### src/design/mlsf_pkg.sv
`timescale 1ns / 1ps
// ----------------------------------------------------------------------------
// mlsf_pkg
// Shared types, opcode table and float conversions for the misaligned
// load/store fixup block.
// ----------------------------------------------------------------------------
package mlsf_pkg;

    localparam int unsigned CfgW      = 9;
    localparam int unsigned InDataW   = 216;
    localparam int unsigned OutDataW  = 216;
    localparam logic [CfgW-1:0] LineBytesReset = 9'd128;

    localparam logic [6:0] OpcDcbz = 7'h5f;

    localparam logic [6:0] FlLd = 7'h01;
    localparam logic [6:0] FlSt = 7'h02;
    localparam logic [6:0] FlSe = 7'h04;
    localparam logic [6:0] FlF  = 7'h08;
    localparam logic [6:0] FlU  = 7'h10;
    localparam logic [6:0] FlM  = 7'h20;
    localparam logic [6:0] FlSw = 7'h40;

    typedef enum logic [2:0] {
        OP_NONE      = 3'd0,
        OP_LOAD_GPR  = 3'd1,
        OP_LOAD_FPR  = 3'd2,
        OP_STORE     = 3'd3,
        OP_ZERO_LINE = 3'd4
    } t_operation;

    typedef struct packed {
        logic [3:0] len;
        logic [6:0] flags;
    } t_op_entry;

    typedef struct packed {
        logic        status;
        t_operation  operation;
        logic [3:0]  access_length;
        logic [63:0] access_address;
        logic [4:0]  target_register;
        logic [63:0] register_write_value;
        logic [63:0] store_data;
        logic        base_update;
        logic [4:0]  base_register;
    } t_result;

    function automatic t_op_entry f_decode(input logic [6:0] opc);
        t_op_entry r;
        begin
            r = '{len: 4'd0, flags: 7'd0};
            unique case (opc)
                7'd0:   r = '{4'd4, FlLd};
                7'd2:   r = '{4'd4, FlSt};
                7'd4:   r = '{4'd2, FlLd};
                7'd5:   r = '{4'd2, FlLd | FlSe};
                7'd6:   r = '{4'd2, FlSt};
                7'd7:   r = '{4'd4, FlLd | FlM};
                7'd8:   r = '{4'd4, FlLd | FlF};
                7'd9:   r = '{4'd8, FlLd | FlF};
                7'd10:  r = '{4'd4, FlSt | FlF};
                7'd11:  r = '{4'd8, FlSt | FlF};
                7'd13:  r = '{4'd8, FlLd};
                7'd15:  r = '{4'd8, FlSt};
                7'd16:  r = '{4'd4, FlLd | FlU};
                7'd18:  r = '{4'd4, FlSt | FlU};
                7'd20:  r = '{4'd2, FlLd | FlU};
                7'd21:  r = '{4'd2, FlLd | FlSe | FlU};
                7'd22:  r = '{4'd2, FlSt | FlU};
                7'd23:  r = '{4'd4, FlSt | FlM};
                7'd24:  r = '{4'd4, FlLd | FlF | FlU};
                7'd25:  r = '{4'd8, FlLd | FlF | FlU};
                7'd26:  r = '{4'd4, FlSt | FlF | FlU};
                7'd27:  r = '{4'd8, FlSt | FlF | FlU};
                7'd32:  r = '{4'd8, FlLd};
                7'd34:  r = '{4'd8, FlSt};
                7'd37:  r = '{4'd4, FlLd | FlSe};
                7'd45:  r = '{4'd8, FlLd | FlU};
                7'd47:  r = '{4'd8, FlSt | FlU};
                7'd48:  r = '{4'd8, FlLd | FlU};
                7'd50:  r = '{4'd8, FlSt | FlU};
                7'd53:  r = '{4'd4, FlLd | FlSe | FlU};
                7'd72:  r = '{4'd4, FlLd | FlSw};
                7'd74:  r = '{4'd4, FlSt | FlSw};
                7'd76:  r = '{4'd2, FlLd | FlSw};
                7'd77:  r = '{4'd4, FlLd | FlSe};
                7'd78:  r = '{4'd2, FlSt | FlSw};
                7'd96:  r = '{4'd4, FlLd};
                7'd98:  r = '{4'd4, FlSt};
                7'd100: r = '{4'd2, FlLd};
                7'd101: r = '{4'd2, FlLd | FlSe};
                7'd102: r = '{4'd2, FlSt};
                7'd104: r = '{4'd4, FlLd | FlF};
                7'd105: r = '{4'd8, FlLd | FlF};
                7'd106: r = '{4'd4, FlSt | FlF};
                7'd107: r = '{4'd8, FlSt | FlF};
                7'd109: r = '{4'd8, FlLd | FlM};
                7'd111: r = '{4'd8, FlSt | FlM};
                7'd112: r = '{4'd4, FlLd | FlU};
                7'd114: r = '{4'd4, FlSt | FlU};
                7'd116: r = '{4'd2, FlLd | FlU};
                7'd117: r = '{4'd2, FlLd | FlSe | FlU};
                7'd118: r = '{4'd2, FlSt | FlU};
                7'd120: r = '{4'd4, FlLd | FlF | FlU};
                7'd121: r = '{4'd8, FlLd | FlF | FlU};
                7'd122: r = '{4'd4, FlSt | FlF | FlU};
                7'd123: r = '{4'd8, FlSt | FlF | FlU};
                default: r = '{4'd0, 7'd0};
            endcase
            return r;
        end
    endfunction

    function automatic logic [63:0] f_len_mask(input logic [3:0] nb);
        logic [63:0] m;
        begin
            unique case (nb)
                4'd2:    m = 64'h0000_0000_0000_ffff;
                4'd4:    m = 64'h0000_0000_ffff_ffff;
                default: m = '1;
            endcase
            return m;
        end
    endfunction

    function automatic logic [63:0] f_sgl_to_dbl(input logic [31:0] s);
        logic        sg;
        logic [7:0]  e;
        logic [22:0] f;
        logic [4:0]  pos;
        logic [4:0]  lz;
        logic [22:0] nf;
        logic [10:0] ex;
        logic [63:0] r;
        begin
            sg  = s[31];
            e   = s[30:23];
            f   = s[22:0];
            pos = 5'd0;
            for (int i = 0; i < 23; i++) begin
                if (f[i]) pos = 5'(i);
            end
            lz = 5'd22 - pos;
            nf = f << (lz + 5'd1);
            ex = 11'd896 - {6'd0, lz};
            if (e == 8'hff) begin
                r = {sg, 11'h7ff, f, 29'd0};
            end else if (e == 8'd0) begin
                r = (f == 23'd0) ? {sg, 63'd0} : {sg, ex, nf, 29'd0};
            end else begin
                r = {sg, 11'({3'd0, e} + 11'd896), f, 29'd0};
            end
            return r;
        end
    endfunction

    function automatic logic [31:0] f_dbl_to_sgl(input logic [63:0] d);
        logic               sg;
        logic [10:0]        e;
        logic [51:0]        f;
        logic [63:0]        mant;
        logic signed [12:0] se;
        logic signed [12:0] shs;
        logic [5:0]         sh;
        logic [63:0]        q;
        logic [63:0]        rem;
        logic [63:0]        half;
        logic               inc;
        logic [32:0]        bits;
        logic [31:0]        r;
        begin
            sg   = d[63];
            e    = d[62:52];
            f    = d[51:0];
            mant = (e != 11'd0) ? {11'd0, 1'b1, f} : {12'd0, f};
            se   = $signed({2'b00, ((e != 11'd0) ? e : 11'd1)}) - 13'sd896;
            shs  = 13'sd30 - se;
            if (se >= 13'sd1) begin
                sh = 6'd29;
            end else if (se < -13'sd30) begin
                sh = 6'd60;
            end else begin
                sh = shs[5:0];
            end
            q    = mant >> sh;
            rem  = mant & ((64'd1 << sh) - 64'd1);
            half = 64'd1 << (sh - 6'd1);
            inc  = (rem > half) || ((rem == half) && q[0]);
            if (se >= 13'sd1) begin
                bits = ({20'd0, 13'(se - 13'sd1)} << 23) + 33'(q) + {32'd0, inc};
            end else begin
                bits = 33'(q) + {32'd0, inc};
            end
            if (bits >= 33'h0_7f80_0000) bits = 33'h0_7f80_0000;
            if (e == 11'h7ff) begin
                r = (f == 52'd0) ? {sg, 31'h7f80_0000}
                                 : ({sg, 31'h7fc0_0000} | {9'd0, f[51:29]});
            end else if (e == 11'd0 && f == 52'd0) begin
                r = {sg, 31'd0};
            end else if (se >= 13'sd255) begin
                r = {sg, 31'h7f80_0000};
            end else begin
                r = {sg, bits[30:0]};
            end
            return r;
        end
    endfunction

endpackage

### src/design/misaligned_load_store_fixup_top.sv
`timescale 1ns / 1ps
// ----------------------------------------------------------------------------
// misaligned_load_store_fixup_top
// Decodes one alignment fault record into a refusal, a line zeroing, or a
// shaped load/store plan with single/double float conversion.
//
// Usage:
//   Slave stream carries one fault record per beat; tdata packs syndrome,
//   fault address, source value and memory bytes. Master stream returns one
//   plan per beat. The line size register is written through i_cfg_wr_en /
//   i_cfg_wr_data; write it only while no fault is in flight (the block
//   does not enforce this). Each plan passes the input register, then the
//   result register. Throughput: one beat per cycle while the receiver is
//   ready; the two register stages advance together with the downstream
//   ready, and an empty stage always takes a new beat.
//   Reset clears both valid flags and sets the line size to 128 bytes.
//   When the receiver stalls, the result holds and the input stage fills;
//   s_axis_tready drops only when both stages are full.
// ----------------------------------------------------------------------------
module misaligned_load_store_fixup_top #(
    parameter logic [mlsf_pkg::CfgW-1:0] LINE_BYTES_RESET = mlsf_pkg::LineBytesReset
) (
    input  logic                           i_clk,
    input  logic                           i_rst_n,
    input  logic                           s_axis_tvalid,
    output logic                           s_axis_tready,
    // syndrome[19:0], fault_address[83:20], source_value[147:84],
    // memory_bytes[211:148], zero pad
    input  logic [mlsf_pkg::InDataW-1:0]   s_axis_tdata,
    output logic                           m_axis_tvalid,
    input  logic                           m_axis_tready,
    // status[0], operation[3:1], access_length[7:4], access_address[71:8],
    // target_register[76:72], register_write_value[140:77],
    // store_data[204:141], base_update[205], base_register[210:206], zero pad
    output logic [mlsf_pkg::OutDataW-1:0]  m_axis_tdata,
    input  logic                           i_cfg_wr_en,
    input  logic [mlsf_pkg::CfgW-1:0]      i_cfg_wr_data
);
    import mlsf_pkg::*;

    logic                 r_in_valid;
    logic [InDataW-1:0]   r_in_data;
    logic                 r_out_valid;
    logic [OutDataW-1:0]  r_out_data;
    logic [CfgW-1:0]      r_line_bytes;

    logic                 adv_out;
    logic                 adv_in;
    logic [19:0]          syn;
    logic [63:0]          addr;
    logic [63:0]          src;
    logic [63:0]          mem;
    logic [6:0]           opc;
    t_op_entry            ent;
    logic [63:0]          msk;
    logic [63:0]          data;
    t_result              res;
    logic [OutDataW-1:0]  n_out_data;

    assign adv_out       = !r_out_valid || m_axis_tready;
    assign adv_in        = !r_in_valid || adv_out;
    assign s_axis_tready = adv_in;
    assign m_axis_tvalid = r_out_valid;
    assign m_axis_tdata  = r_out_data;

    assign syn  = r_in_data[19:0];
    assign addr = r_in_data[83:20];
    assign src  = r_in_data[147:84];
    assign mem  = r_in_data[211:148];
    assign opc  = syn[16:10] | {syn[19:18], 5'd0};
    assign ent  = f_decode(opc);
    assign msk  = f_len_mask(ent.len);

    always_comb begin
        data = 64'd0;
        if ((ent.flags & FlLd) != 7'd0) data = mem & msk;
        if ((ent.flags & FlSt) != 7'd0) begin
            data = src;
            if ((ent.flags & FlF) != 7'd0 && ent.len == 4'd4) begin
                data = {src[63:32], f_dbl_to_sgl(src)};
            end
        end
        if ((ent.flags & FlSw) != 7'd0) begin
            if (ent.len == 4'd2) begin
                data = {data[63:16], data[7:0], data[15:8]};
            end else begin
                data = {data[63:32], data[7:0], data[15:8], data[23:16], data[31:24]};
            end
        end
        if ((ent.flags & FlSe) != 7'd0) begin
            if (ent.len == 4'd2) begin
                data = {{48{data[15]}}, data[15:0]};
            end else begin
                data = {{32{data[31]}}, data[31:0]};
            end
        end
        if ((ent.flags & FlLd) != 7'd0 && (ent.flags & FlF) != 7'd0 && ent.len == 4'd4) begin
            data = f_sgl_to_dbl(data[31:0]);
        end
    end

    always_comb begin
        res = '0;
        res.operation = OP_NONE;
        if (opc == OpcDcbz) begin
            res.operation      = OP_ZERO_LINE;
            res.access_address = addr & ~({55'd0, r_line_bytes} - 64'd1);
        end else if (ent.len == 4'd0 || (ent.flags & FlM) != 7'd0) begin
            res.status = 1'b1;
        end else begin
            res.access_length  = ent.len;
            res.access_address = addr;
            if ((ent.flags & FlLd) != 7'd0) begin
                res.operation            = ((ent.flags & FlF) != 7'd0) ? OP_LOAD_FPR
                                                                       : OP_LOAD_GPR;
                res.target_register      = syn[9:5];
                res.register_write_value = data;
            end else begin
                res.operation  = OP_STORE;
                res.store_data = data & msk;
            end
            if ((ent.flags & FlU) != 7'd0) begin
                res.base_update   = 1'b1;
                res.base_register = syn[4:0];
            end
        end
        n_out_data = {5'd0, res.base_register, res.base_update, res.store_data,
                      res.register_write_value, res.target_register, res.access_address,
                      res.access_length, res.operation, res.status};
    end

    always_ff @(posedge i_clk) begin
        if (!i_rst_n) begin
            r_in_valid   <= 1'b0;
            r_out_valid  <= 1'b0;
            r_line_bytes <= LINE_BYTES_RESET;
        end else begin
            if (i_cfg_wr_en) r_line_bytes <= i_cfg_wr_data;
            if (adv_in) r_in_valid <= s_axis_tvalid;
            if (adv_out) r_out_valid <= r_in_valid;
        end
    end

    always_ff @(posedge i_clk) begin
        if (adv_in && s_axis_tvalid) r_in_data <= s_axis_tdata;
        if (adv_out && r_in_valid) r_out_data <= n_out_data;
    end

    a_reset_empty: assert property (@(posedge i_clk) !i_rst_n |=> !m_axis_tvalid)
        else $error("output valid after reset");

    a_advance: assert property (@(posedge i_clk) disable iff (!i_rst_n)
        r_in_valid && !m_axis_tvalid |=> m_axis_tvalid)
        else $error("input stage did not advance into empty result stage");

    a_refused_clean: assert property (@(posedge i_clk) disable iff (!i_rst_n)
        m_axis_tvalid && m_axis_tdata[0] |-> m_axis_tdata[OutDataW-1:1] == '0)
        else $error("refused plan carries nonzero fields");

    a_zero_line: assert property (@(posedge i_clk) disable iff (!i_rst_n)
        m_axis_tvalid && m_axis_tdata[3:1] == OP_ZERO_LINE
        |-> m_axis_tdata[7:4] == 4'd0 && !m_axis_tdata[205])
        else $error("line zeroing with length or base update");

endmodule
### config.mk
export PLATFORM = sky130hd
export DESIGN_NAME = misaligned_load_store_fixup_top
export DESIGN_NICKNAME = d
export VERILOG_FILES = /design/src/design/mlsf_pkg.sv /design/src/design/misaligned_load_store_fixup_top.sv
export SDC_FILE = /design/constraint.sdc
export NUM_CORES = 1
export LEC_CHECK = 0
export BUFFER_PORTS_ARGS = -buffer_cell sky130_fd_sc_hd__buf_2
export CORE_ASPECT_RATIO = 1.5
export CORE_MARGIN = 2
export CORE_UTILIZATION = 30
export DETAILED_ROUTE_END_ITERATION = 10
export PLACE_DENSITY = 0.58
export SLEW_MARGIN = 20
export SYNTH_ARGS = -nofsm -noshare
export SYNTH_HDL_FRONTEND = slang
export SYNTH_SLANG_ARGS = --single-unit
### constraint.sdc
create_clock -name i_clk -period 13.04 [get_ports i_clk]
set_input_delay 1.304 -clock i_clk [delete_from_list [all_inputs] [get_ports i_clk]]
set_output_delay 1.304 -clock i_clk [all_outputs]
set_load 0.05 [all_outputs]
== After elaboration in Yosys (flattened, before gate mapping) ==
Memories as Yosys holds them, arrays and structs flattened.
Index checks and enable logic that the tools add are counted.

* Register bits: 434
* Bits in latches: 0
* Bits in writable memories: 0
* Bits in read-only memories: 1,280
* Bits of input ports: 230
* Output and inout bits: 218
* Word-level logic and storage cells: 128
* Memories: 1

* $add $sub $neg: 13
* Multipliers: 0
* Divide/modulo/power cells: 0
* $lt $le $gt $ge: 5
* Eq/ne operators: 6
* Shift operators: 4
* Multiplexer cells: 57
* Bitwise logic cells: 9
* Reductions and logical operators: 23

{| class="wikitable"
|+ Memories
! memory !! words !! bits a word !! rd ports !! clocked after Yosys merged registers in !! wr ports !! line !! text
|-
| (no name shown) || 128 || 10 || 1 || 0 || 0 || mlsf_pkg.sv:53 || <nowiki>unique case (opc)</nowiki>
|}

{| class="wikitable"
|+ Operator list
! kind !! number
|-
| 64-bit two-way mux || 7
|-
| 203-bit two-way mux || 1
|-
| 64-bit AND || 3
|-
| 63-bit two-way mux || 3
|-
| 32-bit two-way mux || 5
|-
| 64-bit case mux with 2 select lines || 1
|-
| 1-bit by 6-bit left shift with 64-bit output, first input constant || 2
|-
| 5-bit two-way mux || 22
|-
| 33-bit two-way mux || 3
|-
| 31-bit two-way mux || 3
|-
| 69-bit two-way mux || 1
|-
| 33-bit by 1-bit adder with 33-bit output || 2
|-
| 53-bit by 64-bit AND with 64-bit output || 1
|-
| 64-bit == test || 1
|-
| 64-bit greater-than comparator || 1
|-
| 64-bit NOT || 1
|-
| 64-bit by 1-bit subtractor with 64-bit output, second input constant || 1
|-
| 53-bit two-way mux || 1
|-
| 53-bit by 6-bit right shift with 33-bit output || 1
|-
| 52-bit zero test || 1
|-
| 33-bit adder || 1
|-
| 33-bit by 31-bit >= comparator with 1-bit output, second input constant || 1
|-
| 32-bit by 23-bit bitwise OR with 32-bit output || 1
|-
| 6-bit two-way mux || 5
|-
| 33 further kinds || 48
|}

== Logic depth before layout (Yosys ltp) ==
Gate-level depths: netlist of the first run.

* Word-level depth: 63
* Mapped depth: 63
* Gate-level depth less buffers: 51

== Worst setup path after synthesis of the first run ==
No wires, ideal clock.

* Kind: register to register
* Start: register r_in_data[142]
* End: register r_out_data[134], in the netlist m_axis_tdata[134] (data pin)
* Setup time: 276 ps
* Arrival: 12,117 ps
* Slack: 647 ps
* Stages on the path, launching flop included: 61
* Buffers on the path: 12
* Period minus slack after synthesis: 12,393 ps
* Cells stage by stage: edfxtp_1 clkbuf_1 or2_2 clkbuf_1 o31a_4 clkbuf_1 clkbuf_1 clkbuf_1 ha_1 nand3_1 o41ai_2 o21ai_1 buf_2 buf_1 buf_1 nor2_1 nor2_1 ha_1 (+25 left out) xnor2_1 or4_4 o21ai_1 nand3_1 nand3_1 clkbuf_1 and2_1 a2bb2oi_1 o21ai_4 inv_2 buf_2 ha_1 inv_1 o31ai_1 xnor2_1 nor4_1 nand2b_1 a311oi_1

* Longest elaborated chain between the ends: 58
* Elaborated cells on any way between the ends: 76
* Classes of those cells: 11 x add/sub; 5 x order compare; 3 x eq/ne; 3 x shift; 46 x mux; 1 x bitwise; 7 x reduce/logical

{| class="wikitable"
|+ RTL lines
! what !! line !! text
|-
| start, declared || misaligned_load_store_fixup_top.sv:42 || <nowiki>logic [InDataW-1:0] r_in_data;</nowiki>
|-
| start signal, assigned || misaligned_load_store_fixup_top.sv:145 || <nowiki>if (adv_in && s_axis_tvalid) r_in_data <= s_axis_tdata;</nowiki>
|-
| branches (longest 22 deep; another with 64-bit by 1-bit subtractor with 64-bit output) || - ||
|-
| 32-bit two-way mux * || mlsf_pkg.sv:196 || <nowiki>if (e == 11'h7ff) begin</nowiki>
|-
| 32-bit two-way mux * || misaligned_load_store_fixup_top.sv:79 || <nowiki>if ((ent.flags & FlF) != 7'd0 && ent.len == 4'd4) begin</nowiki>
|-
| 64-bit two-way mux * || misaligned_load_store_fixup_top.sv:77 || <nowiki>if ((ent.flags & FlSt) != 7'd0) begin</nowiki>
|-
| 32-bit two-way mux || misaligned_load_store_fixup_top.sv:84 || <nowiki>if (ent.len == 4'd2) begin</nowiki>
|-
| 32-bit two-way mux * || misaligned_load_store_fixup_top.sv:83 || <nowiki>if ((ent.flags & FlSw) != 7'd0) begin</nowiki>
|-
| 64-bit two-way mux || misaligned_load_store_fixup_top.sv:91 || <nowiki>if (ent.len == 4'd2) begin</nowiki>
|-
| 64-bit two-way mux * || misaligned_load_store_fixup_top.sv:90 || <nowiki>if ((ent.flags & FlSe) != 7'd0) begin</nowiki>
|-
| 1-bit two-way mux || mlsf_pkg.sv:142 || <nowiki>if (f[i]) pos = 5'(i);</nowiki>
|-
| 5-bit two-way mux (21 in series) || mlsf_pkg.sv:142 ||
|-
| 5-bit two-way mux || misaligned_load_store_fixup_top.sv:97 || <nowiki>if ((ent.flags & FlLd) != 7'd0 && (ent.flags & FlF) != 7'd0 && ent.len == 4'd4) begin</nowiki>
|-
| 5-bit subtractor || mlsf_pkg.sv:144 || <nowiki>lz = 5'd22 - pos;</nowiki>
|-
| 10-bit by 5-bit subtractor with 11-bit output || mlsf_pkg.sv:146 || <nowiki>ex = 11'd896 - {6'd0, lz};</nowiki>
|-
| 63-bit two-way mux || mlsf_pkg.sv:150 || <nowiki>r = (f == 23'd0) ? {sg, 63'd0} : {sg, ex, nf, 29'd0};</nowiki>
|-
| 63-bit two-way mux || mlsf_pkg.sv:149 || <nowiki>end else if (e == 8'd0) begin</nowiki>
|-
| 63-bit two-way mux || mlsf_pkg.sv:147 || <nowiki>if (e == 8'hff) begin</nowiki>
|-
| 64-bit two-way mux * || misaligned_load_store_fixup_top.sv:97 ||
|-
| end signal, assigned || misaligned_load_store_fixup_top.sv:146 || <nowiki>if (adv_out && r_in_valid) r_out_data <= n_out_data;</nowiki>
|-
| end, declared || misaligned_load_store_fixup_top.sv:44 || <nowiki>logic [OutDataW-1:0] r_out_data;</nowiki>
|}

Mark *: on every way between the ends. The select of a mux whose other input is x is not followed.
A chain may end at the register's enable or synchronous reset.

== Final worst setup path of the first run ==
* Start: register r_in_data[143]
* End: register r_out_data[132], in the netlist m_axis_tdata[132] (data pin)

The elaborated chain is that of the path after synthesis.

==> impl_results.md, run 1 <==
* Syn avg cell area at 9.852 um2
* Pre-antenna DRT Iters at 6
* Total power at between 4 and 5 mW
* Least-Margin Pin Slew at 1.068 ns
* Fin crit share at 0.9390
* CP startpoint: r_in_data[143]
* Final Non-Filler Cells at 4467
* First-pass GRT wire length at 167900 um
* Maximum VDD drop at 90.83 uV
* R2R Setup Slk at 0.80 ns
* GPL Wtd Cong at 1.018
* Crit-path most repeated cell: buf_4
* Placed Instances at approximately 4400
* Die ar. at 0.09049 mm2
* Max incr delay on CP at 0.65 ns
* Hold EP: m_axis_tdata[55]
* Largest net degree at the start of global routing at about 70
* Static Leak at 12.78 nW
* Synthesis warning total at 0
* Post-Syn Area at 0.02641 mm2
* Final ANT Viol Nets at 0
* Nets at ~3600
* Fill count at between 9000 and 10000
* Sequential share of the synthesized area at 0.4869
* Post-Synthesis Cells at 2681
* Worst-path clk slew at ~0.06 ns
* Area added between synthesis and finish at 24.57%
* Worst setup EP type: flop
* Status: finished clean
* Reg2reg end: m_axis_tdata[132]
* Crit path max fanout at 12
* Synth cell types at 108
* Vias in the first global route at 24530
* Total of max-cap violations at 0
* Slowest CP cell: or4_4
* GRT overflow at 0
* H-Tree Depth at 2
* PwrDens at 128.8 mW/mm2
* Setup bufs post-CTS at 0
* Cell count of the worst reg-to-reg path at 53
* CTS tree: done
* Initial DRC Count at ~2000
* Via count at approximately 25000
* Initial Util at 0.3018
* Setup TNS at 0 ns
* DR WL/cell at 26.54 um
* Final hold vios at 0
* Resized Gates After CTS at 0
* Clk_lat worst skew at 0.61 ns
* Num CTS Buffers at 44
* Setup crit start kind: flop
* Die X-Extent at around 250 um
* Async SR Flop Fraction at 0
* Ys flop type: edfxtp_1
* Routed WL at 118600 um
* Yosys reg bits at 432
* Core ar. at 0.08753 mm2
* Worst Skew at 0.03089 ns
* Hold Path Class: reg2reg
* Residual DRC at 0
* Hold path cells at 1
* Final worst path period need at 12.24 ns
* Worst slew margin at 0.2829
* EDFF count, synth at 421
* Port Buffers at ~440
* # hold bufs at CTS at 0
* Fmax at 81.67 MHz
* RSZ-0062 raised after global routing: false
* Worst path required time at 13.42 ns
* Initial antenna violation count at 11
* Site Rows at 133
* # clock sinks at 432
* Crit Path Category: reg2reg
* DP HPWL at 91380 um
* Max-slew violations at 0
* Root Buffer: clkbuf_16
* Clk buf depth at 3
* Hold Crit Start: r_in_data[67]
* FF-to-FF Start: r_in_data[143]
* Setup violators final at 0
* WP data arrival at around 13 ns
* Ratio of cells with drive above 1 in the final layout at 0.2623
* Gr usage total at 0.2542
* Chip height at 367.4 um
* Vias per cell at 5.581
* # IOs at 448
## placed cells by master, fill, tap and decap left out, drive strengths merged, types with 12 or more instances in the layout
cell type and count:
buf 726, edfxtp 421, nor2 260, nand2 247, a21oi 178, o21ai 150
and2 111, nand3 95, nor3 77, ha 76, mux2i 54, o211ai 54
clkbuf 53, inv 50, nor4 49, a211oi 43, a221oi 39, nor2b 39
a31oi 38, xnor2 37, nand4 37, conb 36, o22ai 34, and3 28
o31ai 27, a21o 24, nand2b 23, clkinv 21, xor2 20, or3 19
o21a 18, a21boi 16, mux2 13, or2 13, a311oi 12
## sequential cells by signal, summed over array words and instances (netlist names)
signal	flops
m_axis_tvalid	1
r_in_valid	1
r_in_data	211
r_line_bytes	9
m_axis_tdata	210
## area by class of cell
class / count / area [um2] / area share
clock inverters: 25 / 185.2 / 0.005628
inverters: 47 / 180.2 / 0.005476
clock buffers: 52 / 1131 / 0.03438
multi-input cells: 2030 / 12680 / 0.3853
well taps: 1147 / 1435 / 0.04362
diodes: 7 / 17.52 / 0.0005324
repair buffers: 727 / 4414 / 0.1342
flip-flops and latches: 432 / 12860 / 0.3909
## cell usage after synthesis (24+ instances only)
cell type	number	area, um2
nand2_1	246	923.4
nor2b_1	39	244.0
nand4_1	37	231.5
a31oi_1	36	225.2
and3_1	28	175.2
a211oi_1	43	322.8
clkbuf_1	146	548.0
o22ai_1	33	206.5
xnor2_1	37	324.1
nor4_1	47	294.0
and2_1	110	688.2
inv_1	43	161.4
ha_1	76	950.9
buf_2	26	130.1
o21ai_0	133	665.6
nand3_1	95	475.5
a21o_1	24	180.2
nor2_1	259	972.2
edfxtp_1	421	12640
o211ai_1	53	397.9
o31ai_1	26	195.2
nor3_1	77	385.4
a21oi_1	175	875.8
a221oi_1	39	341.6
mux2i_1	54	540.5
## critical path, delay by kind of cell, from the launching register on
kind                     cells  cell delay (ns)
AND/OR/NAND/NOR             16             4.34
adder cells (fa/ha/maj)      5             1.10
AO/OA/AOI/OAI               22             4.54
flip-flops                   1             0.36
XOR/XNOR                     2             0.41
buffers and inverters        8             1.28
## where the power goes
part | switching (mW) | total (mW) | internal [mW]
clock network | 0.562 | 1.19 | 0.629
registers | 0.0493 | 1.67 | 1.62
logic | 0.911 | 1.38 | 0.469
## cells by family (layout without fill, tap and decap cells)
kind of cell | count (synthesis) | after routing | synth area share
adders and majority gates | 76 | 76 | 0.03600
xor gates and xnor gates | 57 | 57 | 0.01890
muxes | 67 | 67 | 0.02601
buffers and inverters | 253 | 851 | 0.04235
AOI/OAI and AO/OA | 763 | 763 | 0.1966
and+or+nand+nor | 1031 | 1031 | 0.1929
other | 2 | 43 | 0.0002843
DFF | 432 | 432 | 0.4869
## worst max-delay path by stage
stage | end | cells after the start
floorplan | m_axis_tdata[134] | 60
global placement | m_axis_tdata[132] | 53
detailed placement | m_axis_tdata[132] | 53
CTS | m_axis_tdata[132] | 53
global route | m_axis_tdata[132] | 53
finish | m_axis_tdata[132] | 53
## per-layer routing
layer	up-vias	track usage	wire [um]	part of all wire
met5	-	0	27	0.00023
met4	4	0.1800	9492	0.080
met3	432	0.03471	7295	0.062
met2	1241	0.4428	59450	0.50
met1	11910	0.2829	42290	0.36
li1	11340	-	-	-
## through the flow
| step | cell area (um2) | hold slack, ns | utilization | worst slack [ns] |
|---|---|---|---|---|
| floorplan | 26540 | 0.4768 | - | 0.6468 |
| global placement | 31550 | 0.4979 | 0.3605 | 1.245 |
| detailed placement | 31550 | 0.5014 | 0.3605 | 1.055 |
| CTS | 32870 | 0.5119 | 0.3755 | 0.9670 |
| global route | 32900 | 0.5254 | 0.3759 | 0.1402 |
| finish | 32900 | 0.5081 | 0.3759 | 0.7953 |
Power figures use the tool's default switching activity.
==> run 2, diff against run 1 <==
--- a/config.mk
+++ b/config.mk
@@ -6,7 +6,7 @@
 export NUM_CORES = 1
 export LEC_CHECK = 0
 export BUFFER_PORTS_ARGS = -buffer_cell sky130_fd_sc_hd__buf_2
-export CORE_ASPECT_RATIO = 1.5
+export CORE_ASPECT_RATIO = 0.7
 export CORE_MARGIN = 2
 export CORE_UTILIZATION = 30
 export DETAILED_ROUTE_END_ITERATION = 10
==> run 2 against run 1 <==
Clock power rose by 8%; utilization decreased by 0.27 points; register-to-register slack got worse by 0.24 ns; clock skew rose by 0.0037 ns; critical path type unchanged; largest power group unchanged; highest routed layer unchanged.
==> impl_results.md, run 2 (same netlist as run 1, synthesis figures left out) <==
* Setup TNS at 0 ns (unchanged)
* Initial antenna violation count at 4 (was 11)
* CP startpoint: r_in_data[143] (unchanged)
* Slowest CP cell: o211ai_1 (was or4_4)
* Worst path required time at 13.43 ns (was 13.42 ns)
* Comb power frac at 0.318 (was 0.326)
* Worst-path clk slew at 0.06 ns (about the same)
* Cell depth of the worst setup path at 49 (was 53)
* DP HPWL at 89380 um (was 91380 um)
* Routed WL at 117300 um (was 118600 um)
* Ratio of cells with drive above 1 in the final layout at 0.2565 (was 0.2623)
* Met2 wire length at 46010 um (was 59450 um)
* Site Rows at 91 (was 133)
* Least-Margin Pin Slew at 1.157 ns (was 1.068 ns)
* # IOs at 448 (unchanged)
* Final hold vios at 0 (unchanged)
* Clock power share at 0.297 (was 0.281)
* CTS tree: done (unchanged)
* H-Tree Depth at 2 (unchanged)
* Hold Path Class: reg2reg (unchanged)
* DRT met1 WL at 52800 um (was 42290 um)
* Worst Skew at 0.03460 ns (was 0.03089 ns)
* Worst Setup EP: m_axis_tdata[117] (was m_axis_tdata[132])
* Max-slew violations at 0 (unchanged)
* # hold bufs at CTS at 0 (unchanged)
* Port Buffers at 436 (unchanged)
* Die ar. at 0.09047 mm2 (was 0.09049 mm2)
* Die X-Extent at 358.7 um (was 246.3 um)
* Fin crit share at 0.9571 (was 0.9390)
* Worst slew margin at 0.2286 (was 0.2829)
* Root Buffer: clkbuf_16 (unchanged)
* R2R Setup Slk at 0.56 ns (was 0.80 ns)
* Met3 Routed Length at 15420 um (was 7295 um)
* FF-to-FF Start: r_in_data[143] (unchanged)
* Num CTS Buffers at 45 (was 44)
* Chip height at 252.3 um (was 367.4 um)
* Psw at 1.559 mW (was 1.523 mW)
* # clock sinks at 432 (unchanged)
* Largest net degree at the start of global routing at 80 (was 72)
* Max reg flops at 211 (unchanged)
* Setup violators final at 0 (unchanged)
* Register Area at 0.01286 mm2 (unchanged)
* Setup crit start kind: flop (unchanged)
* WP data arrival at 12.87 ns (was 12.63 ns)
* RSZ-0062 raised after global routing: false (unchanged)
* Biggest register: r_in_data (unchanged)
* Gr usage total at 0.2493 (was 0.2542)
* Residual DRC at 0 (unchanged)
* Maximum VDD drop at 97.32 uV (was 90.83 uV)
* Clk_lat worst skew at 0.62 ns (was 0.61 ns)
* Crit-path most repeated cell: buf_4 (unchanged)
* Core ar. at 0.08767 mm2 (was 0.08753 mm2)
* Most common cell after layout, fill and taps aside: buf_2 (unchanged)
* Bufs and invs on worst path at 7 (was 8)
* Via count at 25260 (was 24930)
* Pre-antenna DRT Iters at 6 (unchanged)
* Resized Gates After CTS at 0 (unchanged)
* Cell Int Power at 2.778 mW (was 2.715 mW)
* Post-Layout Inst Area at 0.03272 mm2 (was 0.03290 mm2)
* Initial DRC Count at 3749 (was 2046)
* Cell count of the worst reg-to-reg path at 49 (was 53)
* Fmax at 80.12 MHz (was 81.67 MHz)
* Crit Path Category: reg2reg (unchanged)
* DR WL/cell at 26.35 um (was 26.54 um)
* Initial Util at 0.3013 (was 0.3018)
* Setup bufs post-CTS at 0 (unchanged)
* Vias per cell at 5.675 (was 5.581)
* Worst setup EP type: flop (unchanged)
* Crit path max fanout at 10 (was 12)
* PwrDens at 132.5 mW/mm2 (was 128.8 mW/mm2)
* Status: finished clean (unchanged)
* Reg2reg end: m_axis_tdata[117] (was m_axis_tdata[132])
* Total of max-cap violations at 0 (unchanged)
* Static Leak at 12.66 nW (was 12.78 nW)
* Uppermost layer routed: met5 (unchanged)
* CP top delay family: simple AND/OR/NAND/NOR gates (was compound AO/OA/AOI/OAI gates)
* Fill count at 8929 (was 9045)
* GPL Wtd Cong at 1.025 (was 1.018)
* GRT overflow at 0 (unchanged)
* Multi-input logic area at 0.01265 mm2 (was 0.01268 mm2)
* Final worst path period need at 12.48 ns (was 12.24 ns)
* First-pass GRT wire length at 164700 um (was 167900 um)
* Switch share at 0.3594 (was 0.3593)
* Max incr delay on CP at 0.90 ns (was 0.65 ns)
* Nets at 3556 (was 3588)
* Sequential share of power at 0.385 (was 0.393)
* Area after DPL at 0.03126 mm2 (was 0.03155 mm2)
* Final ANT Viol Nets at 0 (unchanged)
* Most frequent cells in the layout: 436 x buf_2, 421 x edfxtp_1, 258 x nor2_1, 258 x buf_4, 245 x nand2_1 (was 436 x buf_2, 421 x edfxtp_1, 286 x buf_4, 258 x nor2_1, 244 x nand2_1)
* Area added between synthesis and finish at 23.88% (was 24.57%)
* Clk buf depth at 3 (unchanged)
* Vias in the first global route at 23110 (was 24530)
[run 2: changes by cell type in the layout (fill, tap and decap cells not counted), moves of 3 or more]
| cell | change |
|---|---|
| clkinv_4 | +3 |
| clkbuf_1 | +3 |
| clkinv_1 | -4 |
| clkinv_2 | -3 |
| diode_2 | -5 |
| buf_4 | -28 |
| buf_12 | -4 |
[run 2: metrics by stage]
stage / cells / total power, mW / setup slack, ns / util / hold WS (ns)
detailed placement: 4365 / 3.022 / 1.039 / 0.3566 / 0.5033
CTS: 4449 / 4.326 / 0.9930 / 0.3731 / 0.5103
global placement: 4365 / 3.020 / 1.141 / 0.3566 / 0.4987
global route: 4450 / 4.502 / 0.05450 / 0.3732 / 0.5317
floorplan: 2715 / 2.470 / 0.6468 / - / 0.4768
finish: 4451 / 4.337 / 0.5590 / 0.3732 / 0.5124
[run 2: worst min path at each step]
stage                       start  cells past startpoint          endpoint  slack, ns
floorplan              r_in_valid                      1     m_axis_tvalid       0.48
global placement    r_in_data[83]                      1  m_axis_tdata[71]       0.50
detailed placement  r_in_data[56]                      1  m_axis_tdata[44]       0.50
CTS                  r_in_data[8]                      1  m_axis_tdata[75]       0.51
global route        r_in_data[64]                      1  m_axis_tdata[52]       0.53
finish               r_in_data[8]                      1  m_axis_tdata[75]       0.51
[run 2: layer usage]
metal  vias up  GRT usage
met5         -   0.003243
met4         2    0.06190
met3       210    0.09032
met2      1561     0.3313
met1     12190     0.3746
li1      11300          -
[run 2: cell type report]
class | instances | share of cell area
diodes | 2 | 0.0001529
well taps | 1162 | 0.04443
inverters | 47 | 0.005506
repair buffers | 694 | 0.1259
flip-flops and latches | 432 | 0.3931
multi-input cells | 2030 | 0.3866
clock buffers | 58 | 0.03686
clock inverters | 26 | 0.007456
[run 2: power by group through the flow]
| stage | Clock (mW) | Sequential (mW) | Combinational [mW] |
|---|---|---|---|
| after floorplan | 0 | 1.81 | 0.659 |
| after global placement | 0 | 1.70 | 1.32 |
| after detailed placement | 0 | 1.70 | 1.32 |
| after CTS | 1.33 | 1.67 | 1.33 |
| after global routing | 1.38 | 1.68 | 1.45 |
| final | 1.29 | 1.67 | 1.38 |
